--- config.mk ---
export PLATFORM = sky130hd
export DESIGN_NAME = adv_spam_rate_monitor
export DESIGN_NICKNAME = d
export VERILOG_FILES = /design/src/rtl/asrm_pkg.sv /design/src/rtl/asrm_ram.sv /design/src/rtl/adv_spam_rate_monitor.sv
export SDC_FILE = /design/constraint.sdc
export NUM_CORES = 2
export LEC_CHECK = 0
export BUFFER_PORTS_ARGS = -buffer_cell sky130_fd_sc_hd__clkbuf_2
export CORE_UTILIZATION = 25
export CTS_BUF_LIST = sky130_fd_sc_hd__clkbuf_4 sky130_fd_sc_hd__clkbuf_8
export DETAILED_ROUTE_END_ITERATION = 10
export GPL_ROUTABILITY_DRIVEN = 0
export PLACE_DENSITY_LB_ADDON = 0.12
export SLEW_MARGIN = 20
export SYNTH_ARGS = -nofsm -noshare
export SYNTH_HDL_FRONTEND = slang
export SYNTH_HIERARCHICAL = 1
export SYNTH_SLANG_ARGS = --single-unit
--- constraint.sdc ---
create_clock -name clk -period 12.5 [get_ports clk]
set_input_delay 1.25 -clock clk [delete_from_list [all_inputs] [get_ports clk]]
set_output_delay 1.25 -clock clk [all_outputs]
set_load 0.01 [all_outputs]
--- src/rtl/asrm_pkg.sv ---
// ----------------------------------------------------------------------------
// asrm_pkg
// shared types and constants of the advert spam rate monitor: beat layouts,
// command codes, register indexes, structure types and vendor identifiers
// ----------------------------------------------------------------------------
package asrm_pkg;

    typedef enum logic [2:0] {
        CMD_BYTE    = 3'd0,
        CMD_TICK    = 3'd1,
        CMD_RESTART = 3'd2,
        CMD_PAUSE   = 3'd3,
        CMD_RESUME  = 3'd4,
        CMD_READ    = 3'd5
    } cmd_t;

    localparam logic [1:0] REG_ALERT_THRESHOLD  = 2'd0;
    localparam logic [1:0] REG_SECOND_LENGTH_MS = 2'd1;
    localparam logic [1:0] REG_ALERT_HOLD_MS    = 2'd2;

    localparam logic [15:0] ALERT_THRESHOLD_RESET  = 16'd20;
    localparam logic [15:0] SECOND_LENGTH_MS_RESET = 16'd1000;
    localparam logic [15:0] ALERT_HOLD_MS_RESET    = 16'd4000;

    localparam logic [7:0]  TYPE_MAKER   = 8'hFF;
    localparam logic [7:0]  TYPE_SERVICE = 8'h16;
    localparam logic [15:0] CID_004C     = 16'h004C;
    localparam logic [15:0] CID_0006     = 16'h0006;
    localparam logic [15:0] CID_0075     = 16'h0075;
    localparam logic [15:0] UUID_FE2C    = 16'hFE2C;

    localparam int SLOT_004C = 0;
    localparam int SLOT_0006 = 1;
    localparam int SLOT_0075 = 2;
    localparam int SLOT_FE2C = 3;
    localparam int VENDORS   = 4;

    localparam int MS_PER_SECOND = 1000;

    // offset into structure data saturates at three, only 0..2 matter
    localparam logic [1:0] OFFSET_TYPE = 2'd0;
    localparam logic [1:0] OFFSET_LOW  = 2'd1;
    localparam logic [1:0] OFFSET_HIGH = 2'd2;
    localparam logic [1:0] OFFSET_REST = 2'd3;

    typedef struct packed {
        logic [7:0]  bytes_left;
        logic [7:0]  stype;
        logic [1:0]  offset;
        logic        ended;
        logic        maker_found;
        logic [15:0] maker_id;
        logic        service_found;
        logic [15:0] service_uuid;
    } walk_t;

    typedef struct packed {
        logic [2:0] cmd;
        logic [7:0] data_byte;
        logic       last_byte;
        logic [5:0] history_index;
    } in_t;

    typedef struct packed {
        logic [15:0] rate;
        logic [31:0] total;
        logic [15:0] peak;
        logic [15:0] count_cid_004c;
        logic [15:0] count_cid_0006;
        logic [15:0] count_cid_0075;
        logic [15:0] count_uuid_fe2c;
        logic        alert;
        logic [31:0] uptime_seconds;
        logic [15:0] history_value;
        logic        advert_was_spam;
    } out_t;

endpackage

--- src/rtl/asrm_ram.sv ---
// ----------------------------------------------------------------------------
// asrm_ram
// generic single-clock ram, one write port and one read port, read data
// registered and held while the read enable is low
// ----------------------------------------------------------------------------
module asrm_ram #(
    parameter int WIDTH = 16,
    parameter int DEPTH = 64
) (
    input  logic                     clk,
    input  logic                     we,
    input  logic [$clog2(DEPTH)-1:0] waddr,
    input  logic [WIDTH-1:0]         wdata,
    input  logic                     re,
    input  logic [$clog2(DEPTH)-1:0] raddr,
    output logic [WIDTH-1:0]         rdata
);

    logic [WIDTH-1:0] mem_reg [DEPTH];
    logic [WIDTH-1:0] rdata_reg;

    always_ff @(posedge clk)
    begin
        if (we)
        begin
            mem_reg[waddr] <= wdata;
        end
        if (re)
        begin
            rdata_reg <= mem_reg[raddr];
        end
    end

    assign rdata = rdata_reg;

endmodule

--- src/rtl/adv_spam_rate_monitor.sv ---
// ----------------------------------------------------------------------------
// adv_spam_rate_monitor
// walks advert payload bytes, classifies spam adverts by vendor and keeps
// per-interval rates, peak, snapshots, alert hold, uptime and a rate history
// ----------------------------------------------------------------------------
// One beat is taken every clock cycle while in_stall is low, and every
// beat gives one result beat, through the registered read of the history
// ram and then a two-entry output queue that keeps taking beats while a
// result waits. All walk and counter state updates in the accept cycle.
// The history ring sits in one ram written at interval close; a fill count
// makes entries never written since restart read as zero, so there is no
// clearing pass after reset or restart.
module adv_spam_rate_monitor #(
    parameter int HISTORY_DEPTH = 64,
    parameter int ADV_BYTES     = 31
) (
    input  logic            clk,
    input  logic            rst_n,
    input  logic            in_valid,
    output logic            in_stall,
    input  asrm_pkg::in_t   in_data,
    output logic            out_valid,
    input  logic            out_stall,
    output asrm_pkg::out_t  out_data,
    input  logic            cfg_write,
    input  logic [1:0]      cfg_index,
    input  logic [15:0]     cfg_data
);

    localparam int HIST_AW = $clog2(HISTORY_DEPTH);
    localparam int FILL_W  = $clog2(HISTORY_DEPTH + 1);
    localparam int POS_W   = $clog2(ADV_BYTES + 1);
    localparam int SUM_W   = ((HIST_AW > 6) ? HIST_AW : 6) + 1;

    // configuration
    logic [15:0] threshold_reg;
    logic [15:0] second_len_reg;
    logic [15:0] hold_reg;

    // monitor state
    logic [POS_W-1:0]   pos_reg, pos_next;
    asrm_pkg::walk_t    walk_reg, walk_next, walk_step;
    logic [POS_W-1:0]   pos_step;
    logic [15:0]        count_reg, count_next;
    logic [31:0]        spam_total_reg, spam_total_next;
    logic [15:0]        vendor_live_reg [asrm_pkg::VENDORS];
    logic [15:0]        vendor_live_next [asrm_pkg::VENDORS];
    logic [15:0]        vendor_snap_reg [asrm_pkg::VENDORS];
    logic [15:0]        vendor_snap_next [asrm_pkg::VENDORS];
    logic [31:0]        total_snap_reg, total_snap_next;
    logic [15:0]        last_rate_reg, last_rate_next;
    logic [15:0]        peak_reg, peak_next;
    logic [HIST_AW-1:0] slot_reg, slot_next;
    logic [FILL_W-1:0]  fill_reg, fill_next;
    logic [15:0]        phase_reg, phase_next;
    logic [15:0]        alert_left_reg, alert_left_next;
    logic [9:0]         ms_reg, ms_next;
    logic [31:0]        secs_reg, secs_next;
    logic               running_reg, running_next;

    // read stage
    logic b_valid_reg;
    logic b_spam_reg, b_spam_next;
    logic b_hist_ok_reg, b_hist_ok_next;

    // output queue
    asrm_pkg::out_t fifo_reg [2];
    logic           fifo_wr_reg;
    logic           fifo_rd_reg;
    logic [1:0]     fifo_count_reg;
    asrm_pkg::out_t push_beat;
    logic           push;
    logic           pop;
    logic [2:0]     occupancy;

    // history ram
    logic               ram_we;
    logic               ram_re;
    logic [HIST_AW-1:0] ram_raddr;
    logic [15:0]        ram_rdata;
    logic [SUM_W-1:0]   hist_sum;
    logic               idx_ok;
    logic               entry_valid;

    logic           accept;
    asrm_pkg::cmd_t cmd;
    logic           hit_004c, hit_0006, hit_0075, hit_fe2c, spam;
    logic [15:0]    phase_inc;

    assign accept = in_valid && !in_stall;
    assign cmd    = asrm_pkg::cmd_t'(in_data.cmd);

    asrm_ram #(
        .WIDTH (16),
        .DEPTH (HISTORY_DEPTH)
    ) u_history (
        .clk   (clk),
        .we    (ram_we),
        .waddr (slot_reg),
        .wdata (count_reg),
        .re    (ram_re),
        .raddr (ram_raddr),
        .rdata (ram_rdata)
    );

    // history address, oldest entry first
    always_comb
    begin
        idx_ok   = 32'(in_data.history_index) < HISTORY_DEPTH;
        hist_sum = SUM_W'(slot_reg) + SUM_W'(in_data.history_index);
        if (hist_sum >= SUM_W'(HISTORY_DEPTH))
        begin
            hist_sum = hist_sum - SUM_W'(HISTORY_DEPTH);
        end
        ram_raddr   = hist_sum[HIST_AW-1:0];
        entry_valid = (fill_reg == FILL_W'(HISTORY_DEPTH)) || (ram_raddr < slot_reg);
    end

    // structure walk for one payload byte
    always_comb
    begin
        walk_step = walk_reg;
        pos_step  = pos_reg;
        if (!walk_reg.ended && (pos_reg < POS_W'(ADV_BYTES)))
        begin
            pos_step = pos_reg + POS_W'(1);
            if (walk_reg.bytes_left == 8'd0)
            begin
                if (in_data.data_byte == 8'd0)
                begin
                    walk_step.ended = 1'b1;
                end
                else
                begin
                    walk_step.bytes_left = in_data.data_byte;
                    walk_step.offset     = asrm_pkg::OFFSET_TYPE;
                end
            end
            else
            begin
                case (walk_reg.offset)
                    asrm_pkg::OFFSET_TYPE:
                    begin
                        walk_step.stype = in_data.data_byte;
                    end
                    asrm_pkg::OFFSET_LOW:
                    begin
                        if (walk_reg.stype == asrm_pkg::TYPE_MAKER && !walk_reg.maker_found)
                        begin
                            walk_step.maker_id = {8'h00, in_data.data_byte};
                        end
                        if (walk_reg.stype == asrm_pkg::TYPE_SERVICE &&
                            !walk_reg.service_found)
                        begin
                            walk_step.service_uuid = {8'h00, in_data.data_byte};
                        end
                    end
                    asrm_pkg::OFFSET_HIGH:
                    begin
                        if (walk_reg.stype == asrm_pkg::TYPE_MAKER && !walk_reg.maker_found)
                        begin
                            walk_step.maker_id    = {in_data.data_byte, walk_reg.maker_id[7:0]};
                            walk_step.maker_found = 1'b1;
                        end
                        if (walk_reg.stype == asrm_pkg::TYPE_SERVICE &&
                            !walk_reg.service_found)
                        begin
                            walk_step.service_uuid  = {in_data.data_byte,
                                                       walk_reg.service_uuid[7:0]};
                            walk_step.service_found = 1'b1;
                        end
                    end
                    default:
                    begin
                    end
                endcase
                if (walk_reg.offset != asrm_pkg::OFFSET_REST)
                begin
                    walk_step.offset = walk_reg.offset + 2'd1;
                end
                walk_step.bytes_left = walk_reg.bytes_left - 8'd1;
            end
            if (pos_step >= POS_W'(ADV_BYTES))
            begin
                walk_step.ended = 1'b1;
            end
        end
    end

    // classification
    always_comb
    begin
        hit_004c = walk_step.maker_found && walk_step.maker_id == asrm_pkg::CID_004C;
        hit_0006 = walk_step.maker_found && walk_step.maker_id == asrm_pkg::CID_0006;
        hit_0075 = walk_step.maker_found && walk_step.maker_id == asrm_pkg::CID_0075;
        hit_fe2c = walk_step.service_found && walk_step.service_uuid == asrm_pkg::UUID_FE2C;
        spam     = hit_004c || hit_0006 || hit_0075 || hit_fe2c;
    end

    assign phase_inc = phase_reg + 16'd1;

    // command decode and state update
    always_comb
    begin
        pos_next        = pos_reg;
        walk_next       = walk_reg;
        count_next      = count_reg;
        spam_total_next = spam_total_reg;
        vendor_live_next = vendor_live_reg;
        vendor_snap_next = vendor_snap_reg;
        total_snap_next = total_snap_reg;
        last_rate_next  = last_rate_reg;
        peak_next       = peak_reg;
        slot_next       = slot_reg;
        fill_next       = fill_reg;
        phase_next      = phase_reg;
        alert_left_next = alert_left_reg;
        ms_next         = ms_reg;
        secs_next       = secs_reg;
        running_next    = running_reg;
        ram_we          = 1'b0;
        ram_re          = 1'b0;
        b_spam_next     = 1'b0;
        b_hist_ok_next  = 1'b0;
        if (accept)
        begin
            case (cmd)
                asrm_pkg::CMD_BYTE:
                begin
                    if (running_reg)
                    begin
                        pos_next  = pos_step;
                        walk_next = walk_step;
                        if (in_data.last_byte)
                        begin
                            if (hit_004c)
                            begin
                                vendor_live_next[asrm_pkg::SLOT_004C] =
                                    vendor_live_reg[asrm_pkg::SLOT_004C] + 16'd1;
                            end
                            if (hit_0006)
                            begin
                                vendor_live_next[asrm_pkg::SLOT_0006] =
                                    vendor_live_reg[asrm_pkg::SLOT_0006] + 16'd1;
                            end
                            if (hit_0075)
                            begin
                                vendor_live_next[asrm_pkg::SLOT_0075] =
                                    vendor_live_reg[asrm_pkg::SLOT_0075] + 16'd1;
                            end
                            if (hit_fe2c)
                            begin
                                vendor_live_next[asrm_pkg::SLOT_FE2C] =
                                    vendor_live_reg[asrm_pkg::SLOT_FE2C] + 16'd1;
                            end
                            if (spam)
                            begin
                                if (count_reg != 16'hFFFF)
                                begin
                                    count_next = count_reg + 16'd1;
                                end
                                spam_total_next = spam_total_reg + 32'd1;
                            end
                            b_spam_next = spam;
                            pos_next    = '0;
                            walk_next   = '0;
                        end
                    end
                end
                asrm_pkg::CMD_TICK:
                begin
                    if (running_reg)
                    begin
                        if (alert_left_reg != 16'd0)
                        begin
                            alert_left_next = alert_left_reg - 16'd1;
                        end
                        phase_next = phase_inc;
                        if (phase_inc >= second_len_reg)
                        begin
                            // interval close
                            phase_next       = 16'd0;
                            ram_we           = 1'b1;
                            slot_next        = (slot_reg == HIST_AW'(HISTORY_DEPTH - 1)) ?
                                               '0 : slot_reg + HIST_AW'(1);
                            if (fill_reg != FILL_W'(HISTORY_DEPTH))
                            begin
                                fill_next = fill_reg + FILL_W'(1);
                            end
                            last_rate_next   = count_reg;
                            total_snap_next  = spam_total_reg;
                            vendor_snap_next = vendor_live_reg;
                            if (count_reg > peak_reg)
                            begin
                                peak_next = count_reg;
                            end
                            if (count_reg >= threshold_reg)
                            begin
                                alert_left_next = hold_reg;
                            end
                            count_next = 16'd0;
                        end
                        if (ms_reg == 10'(asrm_pkg::MS_PER_SECOND - 1))
                        begin
                            ms_next   = 10'd0;
                            secs_next = secs_reg + 32'd1;
                        end
                        else
                        begin
                            ms_next = ms_reg + 10'd1;
                        end
                    end
                end
                asrm_pkg::CMD_RESTART:
                begin
                    pos_next        = '0;
                    walk_next       = '0;
                    count_next      = 16'd0;
                    spam_total_next = 32'd0;
                    for (int i = 0; i < asrm_pkg::VENDORS; i++)
                    begin
                        vendor_live_next[i] = 16'd0;
                        vendor_snap_next[i] = 16'd0;
                    end
                    total_snap_next = 32'd0;
                    last_rate_next  = 16'd0;
                    peak_next       = 16'd0;
                    slot_next       = '0;
                    fill_next       = '0;
                    phase_next      = 16'd0;
                    alert_left_next = 16'd0;
                    ms_next         = 10'd0;
                    secs_next       = 32'd0;
                    running_next    = 1'b1;
                end
                asrm_pkg::CMD_PAUSE:
                begin
                    if (running_reg)
                    begin
                        running_next = 1'b0;
                        pos_next     = '0;
                        walk_next    = '0;
                    end
                end
                asrm_pkg::CMD_RESUME:
                begin
                    if (!running_reg)
                    begin
                        running_next = 1'b1;
                        phase_next   = 16'd0;
                    end
                end
                asrm_pkg::CMD_READ:
                begin
                    ram_re         = idx_ok;
                    b_hist_ok_next = idx_ok && entry_valid;
                end
                default:
                begin
                end
            endcase
        end
    end

    // result beat from post-update state plus ram read data
    always_comb
    begin
        push_beat.rate            = last_rate_reg;
        push_beat.total           = total_snap_reg;
        push_beat.peak            = peak_reg;
        push_beat.count_cid_004c  = vendor_snap_reg[asrm_pkg::SLOT_004C];
        push_beat.count_cid_0006  = vendor_snap_reg[asrm_pkg::SLOT_0006];
        push_beat.count_cid_0075  = vendor_snap_reg[asrm_pkg::SLOT_0075];
        push_beat.count_uuid_fe2c = vendor_snap_reg[asrm_pkg::SLOT_FE2C];
        push_beat.alert           = alert_left_reg != 16'd0;
        push_beat.uptime_seconds  = secs_reg;
        push_beat.history_value   = b_hist_ok_reg ? ram_rdata : 16'd0;
        push_beat.advert_was_spam = b_spam_reg;
    end

    assign push      = b_valid_reg;
    assign out_valid = fifo_count_reg != 2'd0;
    assign out_data  = fifo_reg[fifo_rd_reg];
    assign pop       = out_valid && !out_stall;
    assign occupancy = 3'(fifo_count_reg) + 3'(b_valid_reg) - 3'(pop);
    assign in_stall  = occupancy >= 3'd2;

    always_ff @(posedge clk or negedge rst_n)
    begin
        if (!rst_n)
        begin
            threshold_reg  <= asrm_pkg::ALERT_THRESHOLD_RESET;
            second_len_reg <= asrm_pkg::SECOND_LENGTH_MS_RESET;
            hold_reg       <= asrm_pkg::ALERT_HOLD_MS_RESET;
            pos_reg        <= '0;
            walk_reg       <= '0;
            count_reg      <= 16'd0;
            spam_total_reg <= 32'd0;
            for (int i = 0; i < asrm_pkg::VENDORS; i++)
            begin
                vendor_live_reg[i] <= 16'd0;
                vendor_snap_reg[i] <= 16'd0;
            end
            total_snap_reg <= 32'd0;
            last_rate_reg  <= 16'd0;
            peak_reg       <= 16'd0;
            slot_reg       <= '0;
            fill_reg       <= '0;
            phase_reg      <= 16'd0;
            alert_left_reg <= 16'd0;
            ms_reg         <= 10'd0;
            secs_reg       <= 32'd0;
            running_reg    <= 1'b1;
            b_valid_reg    <= 1'b0;
            b_spam_reg     <= 1'b0;
            b_hist_ok_reg  <= 1'b0;
            fifo_wr_reg    <= 1'b0;
            fifo_rd_reg    <= 1'b0;
            fifo_count_reg <= 2'd0;
        end
        else
        begin
            if (cfg_write)
            begin
                case (cfg_index)
                    asrm_pkg::REG_ALERT_THRESHOLD:  threshold_reg  <= cfg_data;
                    asrm_pkg::REG_SECOND_LENGTH_MS: second_len_reg <= cfg_data;
                    asrm_pkg::REG_ALERT_HOLD_MS:    hold_reg       <= cfg_data;
                    default:
                    begin
                    end
                endcase
            end
            pos_reg         <= pos_next;
            walk_reg        <= walk_next;
            count_reg       <= count_next;
            spam_total_reg  <= spam_total_next;
            vendor_live_reg <= vendor_live_next;
            vendor_snap_reg <= vendor_snap_next;
            total_snap_reg  <= total_snap_next;
            last_rate_reg   <= last_rate_next;
            peak_reg        <= peak_next;
            slot_reg        <= slot_next;
            fill_reg        <= fill_next;
            phase_reg       <= phase_next;
            alert_left_reg  <= alert_left_next;
            ms_reg          <= ms_next;
            secs_reg        <= secs_next;
            running_reg     <= running_next;
            b_valid_reg     <= accept;
            b_spam_reg      <= b_spam_next;
            b_hist_ok_reg   <= b_hist_ok_next;
            if (push)
            begin
                fifo_wr_reg <= ~fifo_wr_reg;
            end
            if (pop)
            begin
                fifo_rd_reg <= ~fifo_rd_reg;
            end
            fifo_count_reg <= fifo_count_reg + 2'(push) - 2'(pop);
        end
    end

    // queue entries carry payload only
    always_ff @(posedge clk)
    begin
        if (push)
        begin
            fifo_reg[fifo_wr_reg] <= push_beat;
        end
    end

    a_queue_bound: assert property (@(posedge clk) disable iff (!rst_n)
        fifo_count_reg != 2'd3)
        else $error("output queue overflow");

    a_read_stage_room: assert property (@(posedge clk) disable iff (!rst_n)
        b_valid_reg |-> fifo_count_reg != 2'd2)
        else $error("beat in read stage with full output queue");

    a_ram_single_access: assert property (@(posedge clk) disable iff (!rst_n)
        !(ram_we && ram_re))
        else $error("history write and read in one cycle");

    a_walk_limit: assert property (@(posedge clk) disable iff (!rst_n)
        (32'(pos_reg) >= ADV_BYTES) |-> walk_reg.ended)
        else $error("byte limit reached without ending the walk");

endmodule

== Word-level counts from Yosys, hierarchy flattened ==
Memory sizes are Yosys's and may differ from the RTL's. A register that Yosys moved wholly into a read port is not among the register bits.
Cells that the tools add are included.

* Register bits after elaboration: 441
* RAM bits: 1380
* Bits of input ports: 41
* Output and inout port bits: 180
* Word-level logic and storage cells: 270
* Memories: 2

* $add $sub $neg: 21
* $lt $le $gt $ge: 8
* Equality and inequality tests: 43
* Muxes and demuxes: 102
* Bitwise logic cells: 2
* Reductions and logical operators: 54

{| class="wikitable"
|+ Memory list
! memory !! depth !! width !! read ports !! clocked after Yosys merged registers in !! wr ports !! RTL line !! source
|-
| u_history.mem_reg || 64 || 16 || 1 || 1 || 1 || asrm_ram.sv:19 || <nowiki>logic [WIDTH-1:0] mem_reg [DEPTH];</nowiki>
|-
| fifo_reg || 2 || 178 || 1 || 0 || 1 || adv_spam_rate_monitor.sv:67 || <nowiki>asrm_pkg::out_t fifo_reg [2];</nowiki>
|}

{| class="wikitable"
|+ Operators with widths
! operator !! count
|-
| 16-bit two-way mux || 25
|-
| 64-bit two-way mux || 4
|-
| 64-bit one-hot mux with 2 select lines || 2
|-
| 32-bit two-way mux || 7
|-
| 53-bit two-way mux || 4
|-
| 32-bit one-hot mux with 2 select lines || 3
|-
| 16-bit one-hot mux with 2 select lines || 5
|-
| 53-bit one-hot mux with 3 select lines || 1
|-
| 16-bit by 1-bit adder with 16-bit output (second input constant) || 6
|-
| 16-bit one-hot mux with 3 select lines || 2
|-
| 32-bit by 1-bit adder with 32-bit output (second input constant) || 2
|-
| 5-bit AND reduction || 8
|-
| 17-bit two-way mux || 2
|-
| 34-bit two-way mux || 1
|-
| 16-bit by 7-bit equality test with 1-bit output (second input constant) || 2
|-
| 16-bit greater-or-equal comparator || 2
|-
| 8-bit two-way mux || 4
|-
| 2-bit != test (second input constant) || 16
|-
| 6-bit two-way mux || 4
|-
| 1-bit two-way mux || 21
|-
| 7-bit two-way mux || 3
|-
| 7-bit AND reduction || 3
|-
| 10-bit two-way mux || 2
|-
| 5-bit two-way mux || 4
|-
| 58 further kinds || 97
|}

== Logic depth before layout (Yosys ltp) ==
* Depth after elaboration: 15
* Gate-level depth with buffers: 20
* Gate-level depth less buffers: 17

== By module ==
The synthesis kept the hierarchy.

{| class="wikitable"
|+ By module, submodules not included
! module !! times used !! cells each !! area an instance (um2) !! sequential area each (um2)
|-
| asrm_ram || 1 || 1820 || 40138.5 || 31230.0
|-
| adv_spam_rate_monitor || 1 || 2987 || 35640.4 || 21744.6
|}

== Least setup slack after synthesis ==
OpenSTA, ideal clock, no wires.

* Path kind: register to register
* Start point: reg fifo_wr_reg
* End point: mem fifo_reg[0][0] in the netlist's numbering, enable pin
* Library setup time: 740 ps
* Arrival time: 8254 ps
* Data required time: 11760 ps
* Setup slack: 3506 ps
* Cell stages (with the launch flop): 2
* Buffers on the path: 0
* Clock period less this slack: 8994 ps
* Path through: dfrtp_1 -> nor2b_1

{| class="wikitable"
|+ RTL lines
! what !! RTL line !! source
|-
| from (decl) || adv_spam_rate_monitor.sv:68 || <nowiki>logic fifo_wr_reg;</nowiki>
|-
| from (signal assigned) || adv_spam_rate_monitor.sv:455 || <nowiki>fifo_wr_reg <= ~fifo_wr_reg;</nowiki>
|-
| to (decl) || adv_spam_rate_monitor.sv:67 ||
|}

No word-level cell before the write port.

== Worst setup path after layout ==
* Start point: reg fifo_count_reg[1]
* End point: mem u_history.mem_reg[1][5], enable pin

* Longest elaborated chain between the ends: 9
* Elaborated cells between the ends (all ways): 10
* Classes of those cells: add/sub (2); order compare (1); mux (3); reduce/logical (4)

{| class="wikitable"
|+ Ends and longest elaborated chain
! what !! RTL line !! source
|-
| from (decl) || adv_spam_rate_monitor.sv:70 || <nowiki>logic [1:0] fifo_count_reg;</nowiki>
|-
| from (signal assigned) || adv_spam_rate_monitor.sv:461 || <nowiki>fifo_count_reg <= fifo_count_reg + 2'(push) - 2'(pop);</nowiki>
|-
| 2-bit nonzero test || adv_spam_rate_monitor.sv:382 || <nowiki>assign out_valid = fifo_count_reg != 2'd0;</nowiki>
|-
| 1-bit logical AND || adv_spam_rate_monitor.sv:384 || <nowiki>assign pop = out_valid && !out_stall;</nowiki>
|-
| named net pop || adv_spam_rate_monitor.sv:73 || <nowiki>logic pop;</nowiki>
|-
| 3-bit by 1-bit subtractor with 3-bit output || adv_spam_rate_monitor.sv:385 || <nowiki>assign occupancy = 3'(fifo_count_reg) + 3'(b_valid_reg) - 3'(pop);</nowiki>
|-
| 3-bit by 2-bit greater-or-equal comparator with 1-bit output || adv_spam_rate_monitor.sv:386 || <nowiki>assign in_stall = occupancy >= 3'd2;</nowiki>
|-
| 1-bit zero test || adv_spam_rate_monitor.sv:90 || <nowiki>assign accept = in_valid && !in_stall;</nowiki>
|-
| 1-bit logical AND || adv_spam_rate_monitor.sv:90 ||
|-
| 1-bit two-way mux || adv_spam_rate_monitor.sv:225 || <nowiki>if (accept)</nowiki>
|-
| 1-bit two-way mux || asrm_ram.sv:24 || <nowiki>if (we)</nowiki>
|-
| 1-bit two-way mux (not written as such) || asrm_ram.sv:26 || <nowiki>mem_reg[waddr] <= wdata;</nowiki>
|-
| to (decl) || asrm_ram.sv:19 ||
|}

The timed path passes the listed nets, and every way through them passes these cells.

==> run metrics <==
Worst-Margin Slew approximately 1100 ps; Routed WL between 200000 and 250000 microns; vias in the first global route roughly 45000; area post-placement 81900 sq um; Clock Skew 51.4 ps; area of the die 305000 sq um; GRT overflow 0; yosys warns 6; drt pass-1 iters 5; LEAKAGE roughly 31 nW; H-tree Lvls 5; asr flop ratio synth 24.0%; DIE WIDTH 553 microns; most numerous cell in the Yosys netlist edfxtp_1; Die Y between 500 and 600 microns; hold buffers post-CTS 0; final setup TNS 0 ps; Skew-Pair Late Insertion Delay ~970 ps; Placed Cells 8874; post-synth net total roughly 4900; max-slew violations 0; Area Growth Syn to Fin 17.1%; drt via density 4.53; first-pass GRT wire length ~320000 microns; Final Hold Fails 0; CTS tree built; power per cell area around 200 nW/um^2; top-area cell type share of the netlist area a little under three fifths; total core area around 300000 sq um; leading area contributor after synthesis edfxtp_1; kind of critical path flop to flop; PostCTS Resize Cnt 0; Crit. End Element flop; #FFs+latches synth between 1500 and 2000; Worst slew margin 28.3%; post-synth cell types between 90 and 100; Cell Area, Synth between 70000 and 80000 sq um; worst vdd ir 0.211 mV; Layout Cells excl Fill 9500; IO buf count between 200 and 250; number of remaining DRC errors 0; Site Rows 201; Min-Delay Path Class primary input to asynchronous set/reset pin; Final nets between 5000 and 6000; RSZ-0062 raised after global routing no; # fillers between 30000 and 40000; crit path max fanout 39; Period minus WS final just under 7000 ps; Mapped Cells between 4000 and 5000; Seq/Total Area, Yosys a little over two thirds; Post-synth EDFFs 1396; share of layout cells above drive strength 1 between 20% and 30%; pin count of the biggest net entering global routing 141; final setup fails 0; initial antenna violation count 12; clk slew on worst S/H paths around 60 ps; hold_ws 235 ps; Post-synth top cells edfxtp_1, dfrtp_1, nand2_1, nor2_1, mux2_2; FMAX between 100 and 150 MHz; status finished, final reports clean; arrival time at the worst endpoint between 7000 and 8000 ps; Main synth FF type edfxtp_1; Req. time, crit path around 13000 ps; total track usage 14.3%; Antenna Nets Post-Route 0; crit path launch type flop; post-route clock period utilization a little over half; mean routed wirelength per cell ~23 microns; detailed-route via count ~43000; I/O pin total 221; CTS Sinks between 1500 and 2000; initial core utilization 25.2%; Initial DRC Count 2630; Max-Cap Viols 0; CTS Root Buffer Type clkbuf_8; Inserted Clock Buffers roughly 350; syn_area_per_cell around 16 sq um; top post-synthesis cells by area edfxtp_1, dfrtp_1, mux4_2; setup bufs post-CTS 0; clock tree buffer depth 4; final cell area excluding filler cells approximately 89000 sq um; max FFs per register ~1000; Final HPWL DP approximately 140000 microns
## kinds of logic (layout without fill, tap and decap cells)
kind of cell	Yosys count	after routing	synth area share, %
adders and majority gates	84	84	1.40
other	0	7	0
buffers and inverters	348	1076	2.13
xor gates and xnor gates	120	120	1.39
DFF	1837	1837	69.9
and+or+nand+nor	1176	1176	7.54
AOI/OAI and AO/OA	639	639	5.61
muxes	603	603	12.0
## cells in the final DEF (no fill, tap or decap), drive strengths merged, types with 38 or more instances in the layout
cell    count
nor2      303
xnor2      76
clkinv    109
and3       44
nor2b      40
o21ai     230
nand4      50
mux2i     156
clkbuf    706
a22oi      65
buf       130
nor4       38
inv       119
a21oi      71
nand3     106
ha         81
nand2     374
mux4      223
nor3       55
edfxtp   1396
or3        40
xor2       44
mux2      224
dfrtp     426
## worst paths after layout
path	from	end	slack, ps	cells past startpoint
setup / recovery	fifo_count_reg[1]$_DFF_PN0_	u_history/mem_reg[1][5]$_DFFE_PP_	5770	16
hold / removal	rst_n	push_beat[80]$_DFFE_PN0P_	230	1
setup reg to reg	fifo_count_reg[1]$_DFF_PN0_	u_history/mem_reg[1][5]$_DFFE_PP_	5770	16
hold reg to reg	b_spam_reg$_DFF_PN0_	fifo_reg[1][0]$_DFFE_PP_	440	0
max in group asynchronous	rst_n	count_reg[15]$_DFFE_PN0P_	10040	3
min in group clk	b_spam_reg$_DFF_PN0_	fifo_reg[1][0]$_DFFE_PP_	440	0
## worst max-delay path, stage by stage (launching register included)
cell and delay, ps:
dfrtp_1 420, or2_2 300, nor2b_1 160, ha_1 270
inv_1 50, ha_1 120, inv_1 50, fa_1 370
xnor2_1 190, nand3_1 470, inv_1 530, nand3_1 830
nor2_4 270, buf_4 650, nand3_1 1010, nor2_1 310
buf_4 310
## through the flow
| step | setup slack (ps) | power, mW | utilization, % |
|---|---|---|---|
| 2_1_floorplan | 3510 | 10.5 | - |
| 3_3_place_gp | 5070 | 12.2 | 27.2 |
| 3_5_place_dp | 5080 | 12.2 | 27.2 |
| 4_1_cts | 5670 | 18.2 | 29.5 |
| 5_1_grt | 5350 | 18.7 | 29.5 |
| 6_report | 5770 | 17.8 | 29.5 |
## metal layers
metal	track usage [%]	part of all wire (%)	vias to the layer above
li1	-	-	19500
met1	19.2	45	22100
met2	23.5	47	1005
met3	2.51	4.5	353
met4	4.24	2.7	4
met5	0	0.0090	-
## report_power, final
group          total (mW)  switching, mW  leakage (nW)  internal, mW
logic                4.57           2.83          9.00          1.74
registers            7.40          0.294          18.8          7.10
clock network        5.86           2.61          3.62          3.25
## final cells by class
cell class | instances | area [sq um] | share of cell area (%)
diodes | 7 | 17.5 | 0.0197
clock buffers | 487 | 5950 | 6.70
clock inverters | 132 | 880 | 0.991
inverters | 108 | 405 | 0.457
multi-input cells | 2622 | 21400 | 24.1
flip-flops and latches | 1837 | 53000 | 59.7
well taps | 3958 | 4950 | 5.58
repair buffers | 349 | 2160 | 2.44
(Power assumes the default switching activity.)
